===== src/sv/lru_lfu_replacement_queue_assert.svh =====
// Assertion macros for the replacement queue.
`ifndef LRU_LFU_REPLACEMENT_QUEUE_ASSERT_SVH
`define LRU_LFU_REPLACEMENT_QUEUE_ASSERT_SVH
`ifndef ASSERT_OFF
`define LRUQ_ASSERT_IMPL(lbl, ck, rn, ante, cons) \
    lbl: assert property (@(posedge ck) disable iff (!rn) (ante) |-> (cons)) \
        else $error("assertion failed");
`define LRUQ_ASSERT_NEXT(lbl, ck, rn, ante, cons) \
    lbl: assert property (@(posedge ck) disable iff (!rn) (ante) |=> (cons)) \
        else $error("assertion failed");
`else
`define LRUQ_ASSERT_IMPL(lbl, ck, rn, ante, cons)
`define LRUQ_ASSERT_NEXT(lbl, ck, rn, ante, cons)
`endif
`endif


===== src/sv/lruq_pkg.sv =====
// Shared codes for the replacement queue.
`default_nettype none
package lruq_pkg;
    typedef enum logic [1:0] {
        ACT_TOUCH  = 2'd0,
        ACT_EVICT  = 2'd1,
        ACT_REMOVE = 2'd2,
        ACT_NONE   = 2'd3
    } action_t;

    localparam int unsigned REG_POLICY_MODE   = 0;
    localparam int unsigned REG_INITIAL_COUNT = 1;
    localparam int unsigned APB_ADDR_BITS     = 3;
    localparam int unsigned APB_DATA_BITS     = 32;
endpackage
`default_nettype wire


===== src/sv/lruq_ram.sv =====
// Generic single-port-write, registered-read RAM.
`default_nettype none
module lruq_ram #(
    parameter int unsigned WIDTH = 48,
    parameter int unsigned DEPTH = 16
) (
    input  wire logic                     clk,
    input  wire logic                     we,
    input  wire logic [$clog2(DEPTH)-1:0] waddr,
    input  wire logic [WIDTH-1:0]         wdata,
    input  wire logic [$clog2(DEPTH)-1:0] raddr,
    output logic      [WIDTH-1:0]         rdata
);
    logic [WIDTH-1:0] mem [DEPTH];

    always_ff @(posedge clk)
    begin
        if (we)
        begin
            mem[waddr] <= wdata;
        end
        rdata <= mem[raddr];
    end
endmodule
`default_nettype wire


===== src/sv/lru_lfu_replacement_queue.sv =====
// Replacement queue top level: ordered key table with LRU or LFU placement.
//
// The block holds up to CAPACITY keys, each with a saturating use count, in
// a victim order whose head is evicted first. Key and count live in one RAM
// indexed by physical slot; a small order vector of slot numbers gives the
// ordering, with the free slots parked behind the occupied ones, so removal
// and insertion only rotate slot numbers and never move RAM data. Each item
// runs through a sequencer: a lookup scan reads one slot per cycle through
// the RAM's single read port until the key (or, for an evict, the head) is
// found, an LFU touch then makes a second scan for the first entry whose
// count is higher, and for a touch a final insert state writes the entry
// and shifts the order. The result waits in an output register, so the
// next item is taken while the previous result is still stalled.
// policy_mode and initial_count sit on the APB port at byte addresses 0 and
// 4; write them only while the block is idle. No clearing pass is needed.
`default_nettype none
module lru_lfu_replacement_queue #(
    parameter int unsigned CAPACITY   = 16,
    parameter int unsigned KEY_BITS   = 32,
    parameter int unsigned COUNT_BITS = 16
) (
    input  wire logic                                 clk,
    input  wire logic                                 rst_n,
    // APB configuration port
    input  wire logic                                 psel,
    input  wire logic                                 penable,
    input  wire logic                                 pwrite,
    input  wire logic [lruq_pkg::APB_ADDR_BITS-1:0]   paddr,
    input  wire logic [lruq_pkg::APB_DATA_BITS-1:0]   pwdata,
    output logic      [lruq_pkg::APB_DATA_BITS-1:0]   prdata,
    output logic                                      pready,
    // input item channel
    input  wire logic                                 in_valid,
    output logic                                      in_stall,
    input  wire logic [1:0]                           action,
    input  wire logic [KEY_BITS-1:0]                  key,
    // result item channel
    output logic                                      out_valid,
    input  wire logic                                 out_stall,
    output logic                                      was_present,
    output logic                                      victim_valid,
    output logic      [KEY_BITS-1:0]                  victim_key,
    output logic      [COUNT_BITS-1:0]                key_count,
    output logic      [$clog2(CAPACITY+1)-1:0]        fill_level,
    output logic                                      rejected_full
);
    import lruq_pkg::*;

    localparam int unsigned POS_W = $clog2(CAPACITY);
    localparam int unsigned OCC_W = $clog2(CAPACITY + 1);
    localparam int unsigned ENT_W = KEY_BITS + COUNT_BITS;

    typedef enum logic [2:0] {
        ST_IDLE,
        ST_FIND,
        ST_PLACE,
        ST_INSERT,
        ST_RESP
    } state_t;

    state_t                 state_reg;
    logic                   mode_reg;
    logic [15:0]            init_reg;
    logic [POS_W-1:0]       ord_reg [CAPACITY];
    logic [OCC_W-1:0]       occ_reg;
    logic [OCC_W-1:0]       scan_reg;
    logic                   rd_vld_reg;
    logic [POS_W-1:0]       rd_pos_reg;
    logic [POS_W-1:0]       rd_slot_reg;
    action_t                act_reg;
    logic [KEY_BITS-1:0]    key_reg;
    logic [COUNT_BITS-1:0]  cnt_reg;
    logic [OCC_W-1:0]       ins_pos_reg;
    logic                   was_reg;
    logic                   vic_vld_reg;
    logic [KEY_BITS-1:0]    vic_key_reg;
    logic                   rej_reg;
    logic                   out_valid_reg;

    logic [ENT_W-1:0]       rdata;
    logic [KEY_BITS-1:0]    rd_key;
    logic [COUNT_BITS-1:0]  rd_cnt;
    logic                   ram_we;
    logic                   cfg_wr;
    logic                   in_acc;
    logic                   out_acc;
    logic                   scanning;
    logic                   rd_last;
    logic                   find_hit;
    logic                   place_hit;
    logic                   issue;

    assign rd_key   = rdata[ENT_W-1 -: KEY_BITS];
    assign rd_cnt   = rdata[COUNT_BITS-1:0];
    assign ram_we   = (state_reg == ST_INSERT);
    assign pready   = 1'b1;
    assign cfg_wr   = psel && penable && pwrite;
    assign in_stall = (state_reg != ST_IDLE);
    assign in_acc   = in_valid && !in_stall;
    assign out_acc  = out_valid_reg && !out_stall;
    assign out_valid = out_valid_reg;

    // Scan bookkeeping: the data back from the RAM belongs to rd_pos_reg.
    assign rd_last   = (OCC_W'(rd_pos_reg) + OCC_W'(1)) == occ_reg;
    assign find_hit  = rd_vld_reg && ((act_reg == ACT_EVICT) || (rd_key == key_reg));
    assign place_hit = rd_vld_reg && (rd_cnt > cnt_reg);
    assign scanning  = (state_reg == ST_FIND) || (state_reg == ST_PLACE);
    assign issue     = scanning && (scan_reg < occ_reg)
                       && !((state_reg == ST_FIND) && find_hit)
                       && !((state_reg == ST_PLACE) && place_hit)
                       && !(rd_vld_reg && rd_last);

    always_comb
    begin
        prdata = '0;
        if (paddr[2])
        begin
            prdata[15:0] = init_reg;
        end
        else
        begin
            prdata[0] = mode_reg;
        end
    end

    lruq_ram #(
        .WIDTH (ENT_W),
        .DEPTH (CAPACITY)
    ) u_slot_ram (
        .clk   (clk),
        .we    (ram_we),
        .waddr (ord_reg[CAPACITY-1]),
        .wdata ({key_reg, cnt_reg}),
        .raddr (ord_reg[scan_reg[POS_W-1:0]]),
        .rdata (rdata)
    );

    always_ff @(posedge clk or negedge rst_n)
    begin
        if (!rst_n)
        begin
            state_reg     <= ST_IDLE;
            mode_reg      <= 1'b0;
            init_reg      <= 16'd1;
            occ_reg       <= '0;
            scan_reg      <= '0;
            rd_vld_reg    <= 1'b0;
            out_valid_reg <= 1'b0;
            for (int j = 0; j < CAPACITY; j++)
            begin
                ord_reg[j] <= POS_W'(j);
            end
        end
        else
        begin
            // configuration writes
            if (cfg_wr && (paddr[2] == 1'b0))
            begin
                mode_reg <= pwdata[0];
            end
            if (cfg_wr && (paddr[2] == 1'b1))
            begin
                init_reg <= pwdata[15:0];
            end

            // scan read pipeline
            rd_vld_reg  <= issue;
            rd_pos_reg  <= scan_reg[POS_W-1:0];
            rd_slot_reg <= ord_reg[scan_reg[POS_W-1:0]];
            if (issue)
            begin
                scan_reg <= scan_reg + OCC_W'(1);
            end

            // drop the taken result unless a new one replaces it this cycle
            if (out_acc && (state_reg != ST_RESP))
            begin
                out_valid_reg <= 1'b0;
            end

            case (state_reg)
                ST_IDLE:
                begin
                    if (in_acc)
                    begin
                        act_reg     <= action_t'(action);
                        key_reg     <= key;
                        was_reg     <= 1'b0;
                        vic_vld_reg <= 1'b0;
                        vic_key_reg <= '0;
                        rej_reg     <= 1'b0;
                        cnt_reg     <= '0;
                        scan_reg    <= '0;
                        if (action == ACT_NONE)
                        begin
                            state_reg <= ST_RESP;
                        end
                        else if (occ_reg != '0)
                        begin
                            state_reg <= ST_FIND;
                        end
                        else if (action == ACT_TOUCH)
                        begin
                            // empty table: new key goes to position zero
                            cnt_reg     <= COUNT_BITS'(init_reg);
                            ins_pos_reg <= '0;
                            state_reg   <= ST_INSERT;
                        end
                        else
                        begin
                            state_reg <= ST_RESP;
                        end
                    end
                end
                ST_FIND:
                begin
                    if (find_hit)
                    begin
                        // drop the entry: close the gap, park its slot at the end
                        for (int j = 0; j < CAPACITY - 1; j++)
                        begin
                            if (POS_W'(j) >= rd_pos_reg)
                            begin
                                ord_reg[j] <= ord_reg[j+1];
                            end
                        end
                        ord_reg[CAPACITY-1] <= rd_slot_reg;
                        occ_reg  <= occ_reg - OCC_W'(1);
                        scan_reg <= '0;
                        if (act_reg == ACT_EVICT)
                        begin
                            vic_vld_reg <= 1'b1;
                            vic_key_reg <= rd_key;
                            state_reg   <= ST_RESP;
                        end
                        else
                        begin
                            was_reg <= 1'b1;
                            if (act_reg == ACT_TOUCH)
                            begin
                                cnt_reg     <= (rd_cnt == '1) ? rd_cnt : rd_cnt + COUNT_BITS'(1);
                                ins_pos_reg <= occ_reg - OCC_W'(1);
                                state_reg   <= mode_reg ? ST_PLACE : ST_INSERT;
                            end
                            else
                            begin
                                state_reg <= ST_RESP;
                            end
                        end
                    end
                    else if (rd_vld_reg && rd_last)
                    begin
                        scan_reg <= '0;
                        if (act_reg != ACT_TOUCH)
                        begin
                            state_reg <= ST_RESP;
                        end
                        else if (occ_reg == OCC_W'(CAPACITY))
                        begin
                            rej_reg   <= 1'b1;
                            state_reg <= ST_RESP;
                        end
                        else
                        begin
                            cnt_reg     <= COUNT_BITS'(init_reg);
                            ins_pos_reg <= occ_reg;
                            state_reg   <= mode_reg ? ST_PLACE : ST_INSERT;
                        end
                    end
                end
                ST_PLACE:
                begin
                    if (occ_reg == '0)
                    begin
                        ins_pos_reg <= '0;
                        state_reg   <= ST_INSERT;
                    end
                    else if (place_hit)
                    begin
                        ins_pos_reg <= OCC_W'(rd_pos_reg);
                        state_reg   <= ST_INSERT;
                    end
                    else if (rd_vld_reg && rd_last)
                    begin
                        ins_pos_reg <= occ_reg;
                        state_reg   <= ST_INSERT;
                    end
                end
                ST_INSERT:
                begin
                    // take the last free slot and open a hole at the target position
                    for (int j = 1; j < CAPACITY; j++)
                    begin
                        if (OCC_W'(j) > ins_pos_reg)
                        begin
                            ord_reg[j] <= ord_reg[j-1];
                        end
                    end
                    ord_reg[ins_pos_reg[POS_W-1:0]] <= ord_reg[CAPACITY-1];
                    occ_reg   <= occ_reg + OCC_W'(1);
                    state_reg <= ST_RESP;
                end
                ST_RESP:
                begin
                    if (!out_valid_reg || !out_stall)
                    begin
                        out_valid_reg <= 1'b1;
                        was_present   <= was_reg;
                        victim_valid  <= vic_vld_reg;
                        victim_key    <= vic_key_reg;
                        key_count     <= ((act_reg == ACT_TOUCH) && !rej_reg) ? cnt_reg : '0;
                        fill_level    <= occ_reg;
                        rejected_full <= rej_reg;
                        state_reg     <= ST_IDLE;
                    end
                end
                default:
                begin
                    state_reg <= ST_IDLE;
                end
            endcase
        end
    end

`include "lru_lfu_replacement_queue_assert.svh"
    `LRUQ_ASSERT_IMPL(a_occ_bound, clk, rst_n, 1'b1, occ_reg <= OCC_W'(CAPACITY))
    `LRUQ_ASSERT_NEXT(a_accept_busy, clk, rst_n, in_acc, state_reg != ST_IDLE)
    `LRUQ_ASSERT_IMPL(a_insert_room, clk, rst_n, state_reg == ST_INSERT, occ_reg < OCC_W'(CAPACITY))
endmodule
`default_nettype wire


===== config.mk =====
export PLATFORM = sky130hd
export DESIGN_NAME = lru_lfu_replacement_queue
export DESIGN_NICKNAME = d
export VERILOG_FILES = /design/src/sv/lruq_pkg.sv /design/src/sv/lruq_ram.sv /design/src/sv/lru_lfu_replacement_queue.sv
export VERILOG_INCLUDE_DIRS = /design/src /design/src/sv
export SDC_FILE = /design/constraint.sdc
export NUM_CORES = 1
export LEC_CHECK = 0
export ABC_AREA = 1
export BUFFER_PORTS_ARGS = -buffer_cell sky130_fd_sc_hd__clkbuf_2
export CELL_PAD_IN_SITES_DETAIL_PLACEMENT = 0
export CELL_PAD_IN_SITES_GLOBAL_PLACEMENT = 1
export CORE_UTILIZATION = 35
export DETAILED_ROUTE_END_ITERATION = 10
export PLACE_DENSITY_LB_ADDON = 0.1
export SYNTH_ARGS = -nofsm -noshare
export SYNTH_HDL_FRONTEND = slang
export SYNTH_HIERARCHICAL = 1
export SYNTH_SLANG_ARGS = --single-unit

===== constraint.sdc =====
create_clock -name clk -period 5.6 [get_ports clk]
set_input_delay 1.12 -clock clk [delete_from_list [all_inputs] [get_ports clk]]
set_output_delay 1.12 -clock clk [all_outputs]
set_load 0.01 [all_outputs]

==> impl_metrics.py, run 1 <==
metrics = {
    "status": {
        "status": "finished with violations",
        "violated_checks": "DRC",
    },
    "synth": {
        "yosysTopAreaCellShare": 0.581,
        "synth.area.top_cells": "sky130_fd_sc_hd__edfxtp_1 58%, sky130_fd_sc_hd__nand2_1 10%, sky130_fd_sc_hd__nand3_1 6.7%",
        "number_of_enable_flip_flop_cells_after_synthesis": 922,
        "synth-warning-count": 6,
        "synth_top_area_cell": "sky130_fd_sc_hd__edfxtp_1",
        "ys_async_sr_fraction": 0.0901,
        "netlist_area_before_placement_sq_um": 47600,
        "yosysSeqAreaShare": 0.653,
        "dominantRegCellSynth": "sky130_fd_sc_hd__edfxtp_1",
        "netlist_instances": 4675,
        "postSynthRegisterBits": 1066,
        "ys_types": 60,
        "post_synth.cell_area_avg_sq_um": 10.2,
    },
    "sta": {
        "final.setup_skew_ps": 37.2,
        "finalSetupViolCount": 0,
        "timing_max_transition_violations_final": 0,
        "timing_worst_slew_pin_value_ps": 1110,
        "worst_slew_margin_rel": 0.256,
        "max_freq_mhz": 242,
        "timing.setup.tns_ps": 0,
        "final_min_period_over_clock_period": 0.738,
        "setup_repair_after_global_routing_missed_its_margin": "false",
        "post-route-min-period_ps": 4130,
        "final-hold-violation-count": 0,
    },
    "routing": {
        "antenna_left": 0,
        "met3_length_microns": 4740,
        "drt-met1-wl_microns": 63400,
        "firstDrtPassIters": 10,
        "met2_wirelength_from_detailed_routing_microns": 65800,
        "detailroute.via_count": 31696,
        "detailedRoute.firstIterationViolations": 2312,
        "drc": 2,
        "detail_route.wl_per_cell_microns": 20.6,
        "route.final.wire_length_microns": 137000,
        "top_layer_used": "met4",
        "viasPerCell": 4.75,
    },
    "floorplanning": {
        "die_height_microns": 371,
        "num_rows": 135,
        "io-pin-count": 167,
        "core_region_area_sq_um": 135000,
        "floorplan.die_area_sq_um": 138000,
        "fp.dieW_microns": 371,
        "start_util": 0.352,
    },
    "clock_network": {
        "clock_tree.htree_level_count": 3,
        "cts.clk_slew.worst_paths_ps": 60,
        "cts_root_buf": "sky130_fd_sc_hd__clkbuf_16",
        "number_of_gates_given_a_new_drive_strength_after_cts": 0,
        "cts-root-to-sink-buffers": 3,
        "cts_post_setup_buffers_inserted": 0,
        "cts-buffers-inserted": 121,
        "tritoncts_clock_tree": "built",
        "clock-sinks": 1066,
        "cts_hold_buf": 0,
        "clock_insertion_delay_worst_skew_ps": 730,
    },
    "global_route": {
        "groute.usage.overall": 0.200,
        "initial_antenna_violation_count": 1,
        "first_global_vias": 30724,
        "grt_overflow_total": 0,
        "grt_first_pass_wirelength_microns": 203000,
        "pin_count_of_the_biggest_net_entering_global_routing": 161,
    },
    "pwr": {
        "powerDensity_nw_per_um2": 579,
        "vdd_ir_drop_max_uv": 625,
        "p_leak_uw": 0.0226,
        "total_power_uw": 31300,
    },
    "finish": {
        "num_antenna_cells": 0,
        "largest_register_ff_count": 768,
        "syn2layout_area_growth_pct": 13.5,
        "fraction_of_final_layout_cells_sized_beyond_drive_strength_1": 0.100,
        "final_nets": 4887,
        "fillCellCount": 13186,
    },
    "placed_design": {
        "port_buffers": 131,
        "hpwl_microns": 73200,
        "gp_congestion": 0.778,
    },
    "worst_setup_path": {
        "timing.critical_path.required_ps": 6200,
        "critical-path-max-stage-delay_ps": 910,
        "worst-path-max-fanout": 57,
        "crit_arrival_ps": 4730,
        "r2r.worst_path.cells": 10,
        "path_cells": "nand2_1, a21oi_1, o21ai_0, nand4_1, nand2_4, inv_4, buf_4, nand3_1, nand3_1, nand2_1",
        "endpoint_class_of_the_critical_path": "flop",
        "reg2reg_from": "scan_reg[2]",
        "worst_setup_sp": "scan_reg[2]",
        "critical_setup_path_class": "flop to flop",
        "startpoint_type": "flop",
        "critical_path.slowest_cell": "sky130_fd_sc_hd__inv_4",
    },
    "job": {
        "cap_violations": 0,
    },
    "worst_hold_path": {
        "hp-class": "input pin to async pin",
    },
}
## cell usage after synthesis (19+ instances only)
master / count
sky130_fd_sc_hd__a21oi_1: 72
sky130_fd_sc_hd__buf_2: 89
sky130_fd_sc_hd__buf_4: 35
sky130_fd_sc_hd__buf_6: 38
sky130_fd_sc_hd__clkbuf_1: 50
sky130_fd_sc_hd__dfrtp_1: 63
sky130_fd_sc_hd__dfstp_2: 33
sky130_fd_sc_hd__dfxtp_1: 48
sky130_fd_sc_hd__edfxtp_1: 922
sky130_fd_sc_hd__ha_1: 27
sky130_fd_sc_hd__inv_1: 786
sky130_fd_sc_hd__nand2_1: 1311
sky130_fd_sc_hd__nand3_1: 641
sky130_fd_sc_hd__nand4_1: 37
sky130_fd_sc_hd__nor2_1: 155
sky130_fd_sc_hd__nor3_1: 25
sky130_fd_sc_hd__o21ai_0: 75
sky130_fd_sc_hd__o21ai_1: 38
sky130_fd_sc_hd__o221ai_1: 19
sky130_fd_sc_hd__o22ai_1: 26
sky130_fd_sc_hd__xnor2_1: 29
## final timing paths
check | end | slack [ps]
max in group asynchronous | ord_reg[35] | 3670
worst min register to register | victim_key[3] | 420
worst max register to register | u_slot_ram/rdata[41] | 1470
worst max-delay path | u_slot_ram/rdata[41] | 1470
worst min-delay path | init_reg[8] | 270
min in group clk | victim_key[3] | 420
## stage by stage
stage	cells	cell area (sq um)	hold WS (ps)	util	setup slack (ps)
detailed placement	6442	50100	405	0.370	1490
floorplan	4690	47700	400	-	6.95
global placement	6442	50100	402	0.370	1540
finish	6670	54100	269	0.400	1470
CTS	6670	54100	204	0.400	1460
global route	6670	54100	239	0.400	1300
## critical path, delay by kind of cell (launching register included)
kind	cells	cell delay, ps
DFF	1	740
buffers and inverters	2	1450
and+or+nand+nor	6	1390
AOI/OAI and AO/OA	2	350
## layout make-up
cell class / count / area [sq um] / share of cell area
timing repair buffer: 195 / 1360 / 0.0252
clock inverter: 47 / 554 / 0.0102
multi-input combinational: 2598 / 12400 / 0.229
sequential: 1066 / 31100 / 0.575
inverter: 802 / 3040 / 0.0562
clock buffer: 181 / 3440 / 0.0635
tap: 1781 / 2230 / 0.0412
## per-layer routing
layer / up-vias / GRT usage
li1: 15550 / -
met3: 175 / 0.0236
met1: 15452 / 0.274
met5: - / 0
met4: 0 / 0.0600
met2: 519 / 0.331
## report_power, final
part | switching [uW] | leakage, uW | total [uW] | internal (uW)
combinational | 9070 | 0.0107 | 12700 | 3660
clock | 3240 | 0.00195 | 7960 | 4730
sequential | 808 | 0.00989 | 10600 | 9830
total | 13100 | 0.0226 | 31300 | 18200
## layout by cell type, fill, tap and decap left out, drive strengths merged, types with 2 or more instances in the layout
master      n
a21oi      73
a221oi     14
a22oi       2
a31oi      10
buf        65
bufinv     11
clkbuf    311
clkinv     37
conb       17
dfrtp      63
dfstp      33
dfxtp      48
edfxtp    922
ha         27
inv       800
mux2i       5
nand2    1317
nand3     653
nand3b      6
nand4      44
nor2      168
nor3       27
o2111ai     4
o211ai     11
o21a        3
o21ai     114
o221ai     20
o22ai      26
o32ai       5
or2         3
xnor2      29
xor2       15
## logic make-up (layout without fill, tap and decap cells)
family,Yosys count,count (layout),share of synthesized area
muxes,5,5,0.00105
adders and majority gates,28,28,0.00730
other,2,17,0.000158
AOI/OAI and AO/OA,285,285,0.0359
DFF,1066,1066,0.653
xor gates and xnor gates,44,44,0.00809
and+or+nand+nor,2219,2219,0.202
buffers and inverters,1026,1225,0.0927
Note: power is estimated with default switching activity, not from simulation.
==> run 2: changes to the inputs <==
--- a/config.mk
+++ b/config.mk
@@ -6,7 +6,7 @@
 export SDC_FILE = /design/constraint.sdc
 export NUM_CORES = 1
 export LEC_CHECK = 0
-export ABC_AREA = 1
+export ABC_AREA = 0
 export BUFFER_PORTS_ARGS = -buffer_cell sky130_fd_sc_hd__clkbuf_2
 export CELL_PAD_IN_SITES_DETAIL_PLACEMENT = 0
 export CELL_PAD_IN_SITES_GLOBAL_PLACEMENT = 1
==> constraint.sdc (replaced) <==
create_clock -name clk -period 4.1 [get_ports clk]
set_input_delay 0.82 -clock clk [delete_from_list [all_inputs] [get_ports clk]]
set_output_delay 0.82 -clock clk [all_outputs]
set_load 0.01 [all_outputs]
==> run 2 against run 1 <==
Effect of this change:
- power is 11% higher
- the run now ends clean
- sequential share of layout area increased by 4.0 points
- clock power grew 34%
- cell count down 35%
- clock skew shrank 22 ps
- hold slack better by 29 ps
- cell area is 6.4% lower
- sequential power is 38% higher
- synthesized area is 10% lower
- maximum frequency is 8.5% higher
- critical path type unchanged
==> impl_metrics.py, run 2 <==
metrics = {
    "clock_network": {
        "cts_root_buf": "sky130_fd_sc_hd__clkbuf_16",
        "number_of_gates_given_a_new_drive_strength_after_cts": 0,
        "cts-root-to-sink-buffers": 3,
        "cts.clk_slew.worst_paths_ps": 70,
        "clock-sinks": 1066,
        "tritoncts_clock_tree": "built",
        "clock_tree.htree_level_count": 3,
        "cts_post_setup_buffers_inserted": 0,
        "cts_hold_buf": 1,
        "cts-buffers-inserted": 113,
        "clock_insertion_delay_worst_skew_ps": 690,
    },
    "pwr": {
        "vdd_ir_drop_max_uv": 512,
        "powerDensity_nw_per_um2": 689,
        "total_power_uw": 34900,
        "p_leak_uw": 0.0169,
    },
    "synth": {
        "yosysSeqAreaShare": 0.727,
        "number_of_enable_flip_flop_cells_after_synthesis": 922,
        "synth-warning-count": 6,
        "netlist_area_before_placement_sq_um": 42800,
        "ys_async_sr_fraction": 0.0901,
        "postSynthRegisterBits": 1066,
        "post_synth.cell_area_avg_sq_um": 18.1,
        "synth_common_cells": "922 x sky130_fd_sc_hd__edfxtp_1, 200 x sky130_fd_sc_hd__mux4_2, 105 x sky130_fd_sc_hd__nand2_1, 105 x sky130_fd_sc_hd__nor2_1, 104 x sky130_fd_sc_hd__a22oi_1",
        "synth.area.top_cells": "sky130_fd_sc_hd__edfxtp_1 65%, sky130_fd_sc_hd__mux4_2 11%, sky130_fd_sc_hd__dfrtp_1 3.7%",
        "dominantRegCellSynth": "sky130_fd_sc_hd__edfxtp_1",
        "ys_types": 75,
        "netlist_instances": 2363,
        "yosysTopAreaCellShare": 0.647,
        "synth_top_area_cell": "sky130_fd_sc_hd__edfxtp_1",
        "yosys.cell_count.top_type": "sky130_fd_sc_hd__edfxtp_1",
    },
    "floorplanning": {
        "io-pin-count": 167,
        "start_util": 0.355,
        "die_height_microns": 352,
        "core_region_area_sq_um": 121000,
        "floorplan.die_area_sq_um": 124000,
        "fp.dieW_microns": 352,
        "num_rows": 127,
    },
    "global_route": {
        "pin_count_of_the_biggest_net_entering_global_routing": 91,
        "initial_antenna_violation_count": 2,
        "grt_overflow_total": 0,
        "grt_first_pass_wirelength_microns": 169000,
        "first_global_vias": 24090,
        "groute.usage.overall": 0.190,
    },
    "finish": {
        "layout.area.seq_sq_um": 31100,
        "leading_cell_types_in_the_layout_fill_and_taps_excluded": "922 x sky130_fd_sc_hd__edfxtp_1, 200 x sky130_fd_sc_hd__mux4_2, 130 x sky130_fd_sc_hd__clkbuf_2, 114 x sky130_fd_sc_hd__clkbuf_16, 104 x sky130_fd_sc_hd__a22oi_1",
        "fillCellCount": 10692,
        "fraction_of_final_layout_cells_sized_beyond_drive_strength_1": 0.295,
        "largest_register_ff_count": 768,
        "final_nets": 2735,
        "syn2layout_area_growth_pct": 18.3,
        "final_common_cell": "sky130_fd_sc_hd__edfxtp_1",
        "final_cells": 4344,
        "layout_utilization": 0.420,
        "multiInputGateArea_sq_um": 11100,
    },
    "sta": {
        "finalWorstSetupSlack_ps": 289,
        "max_freq_mhz": 262,
        "final-hold-violation-count": 0,
        "post-route-min-period_ps": 3810,
        "finalSetupViolCount": 0,
        "worst_slew_margin_rel": 0.334,
        "timing_max_transition_violations_final": 0,
        "final_min_period_over_clock_period": 0.930,
        "final.setup_skew_ps": 14.8,
        "setup_repair_after_global_routing_missed_its_margin": "false",
        "timing_worst_slew_pin_value_ps": 996,
    },
    "routing": {
        "detail_route.wl_per_cell_microns": 26.8,
        "detailroute.via_count": 23234,
        "route.final.wire_length_microns": 116000,
        "drc": 0,
        "detailedRoute.firstIterationViolations": 1909,
        "viasPerCell": 5.35,
        "firstDrtPassIters": 8,
        "antenna_left": 0,
    },
    "worst_setup_path": {
        "timing.critical_path.required_ps": 4490,
        "critical_setup_path_class": "flop to flop",
        "worst-path-max-fanout": 17,
        "startpoint_type": "flop",
        "crit_arrival_ps": 4200,
        "endpoint_class_of_the_critical_path": "flop",
        "setup.reg_to_reg.worst_slack_ps": 290,
    },
    "placed_design": {
        "placement.setup.worst_slack_ps": 341,
        "numPlacedInstances": 4128,
        "port_buffers": 131,
        "hpwl_microns": 68300,
        "gp_congestion": 0.804,
    },
    "worst_hold_path": {
        "hp-class": "input pin to flop",
    },
    "status": {
        "status": "complete, no violations",
    },
    "job": {
        "cap_violations": 0,
    },
}
-- run 2: kinds of logic (layout without fill, tap and decap cells) --
family,count (synthesis),count (layout),synth area share
compound gates,321,321,0.0572
other cells,2,19,0.000175
xor+xnor,55,55,0.0113
flops,1066,1066,0.727
fa+ha+maj,28,28,0.00813
buf+inv,190,542,0.0203
simple gates,406,406,0.0472
mux,295,295,0.129
-- run 2: critical path, stage by stage, from the launching register on --
cell                       delay [ps]
sky130_fd_sc_hd__edfxtp_1         610
sky130_fd_sc_hd__xor2_1           250
sky130_fd_sc_hd__nor4_1           610
sky130_fd_sc_hd__buf_4            220
sky130_fd_sc_hd__nand4_1           80
sky130_fd_sc_hd__buf_4            200
sky130_fd_sc_hd__o21bai_4         250
sky130_fd_sc_hd__a211oi_1         140
sky130_fd_sc_hd__or2_2            380
sky130_fd_sc_hd__nor4b_2          490
sky130_fd_sc_hd__buf_12           240
-- run 2: worst paths after layout --
path / startpoint / to / cells past startpoint
worst min register to register: vic_vld_reg / victim_valid / 0
min in group asynchronous: rst_n / state_reg[2] / 2
worst min-delay path: key[2] / key_reg[2] / 1
worst max-delay path: key_reg[9] / cnt_reg[10] / 10
max in group asynchronous: rst_n / init_reg[8] / 4
worst max register to register: key_reg[9] / cnt_reg[10] / 10
-- run 2: cell type report --
| cell class | count | share of cell area |
|---|---|---|
| inverters | 53 | 0.00396 |
| clock inverters | 75 | 0.0171 |
| repair buffers | 276 | 0.0454 |
| well taps | 1612 | 0.0399 |
| diodes | 2 | 0.0000989 |
| multi-input cells | 1122 | 0.219 |
| clock buffers | 138 | 0.0599 |
| flip-flops and latches | 1066 | 0.614 |
-- run 2: metrics by stage --
stage               TNS (ps)  hold WS [ps]  area [sq um]
CTS                        0           238         50600
floorplan             -63430           400         42900
global route               0           246         50600
finish                     0           298         50600
detailed placement         0           405         46700
global placement           0           403         46700
-- run 2: layer usage --
metal | GRT usage | up-vias | share of wire
li1 | - | 10056 | -
met1 | 0.265 | 12474 | 0.45
met2 | 0.312 | 554 | 0.48
met3 | 0.0288 | 150 | 0.041
met4 | 0.0454 | 0 | 0.020
met5 | 0 | - | 0
-- run 2: where the power goes --
part,switching (uW),internal [uW]
clock,4290,6390
combinational,5300,4270
sequential,1290,13300
total,10900,24000
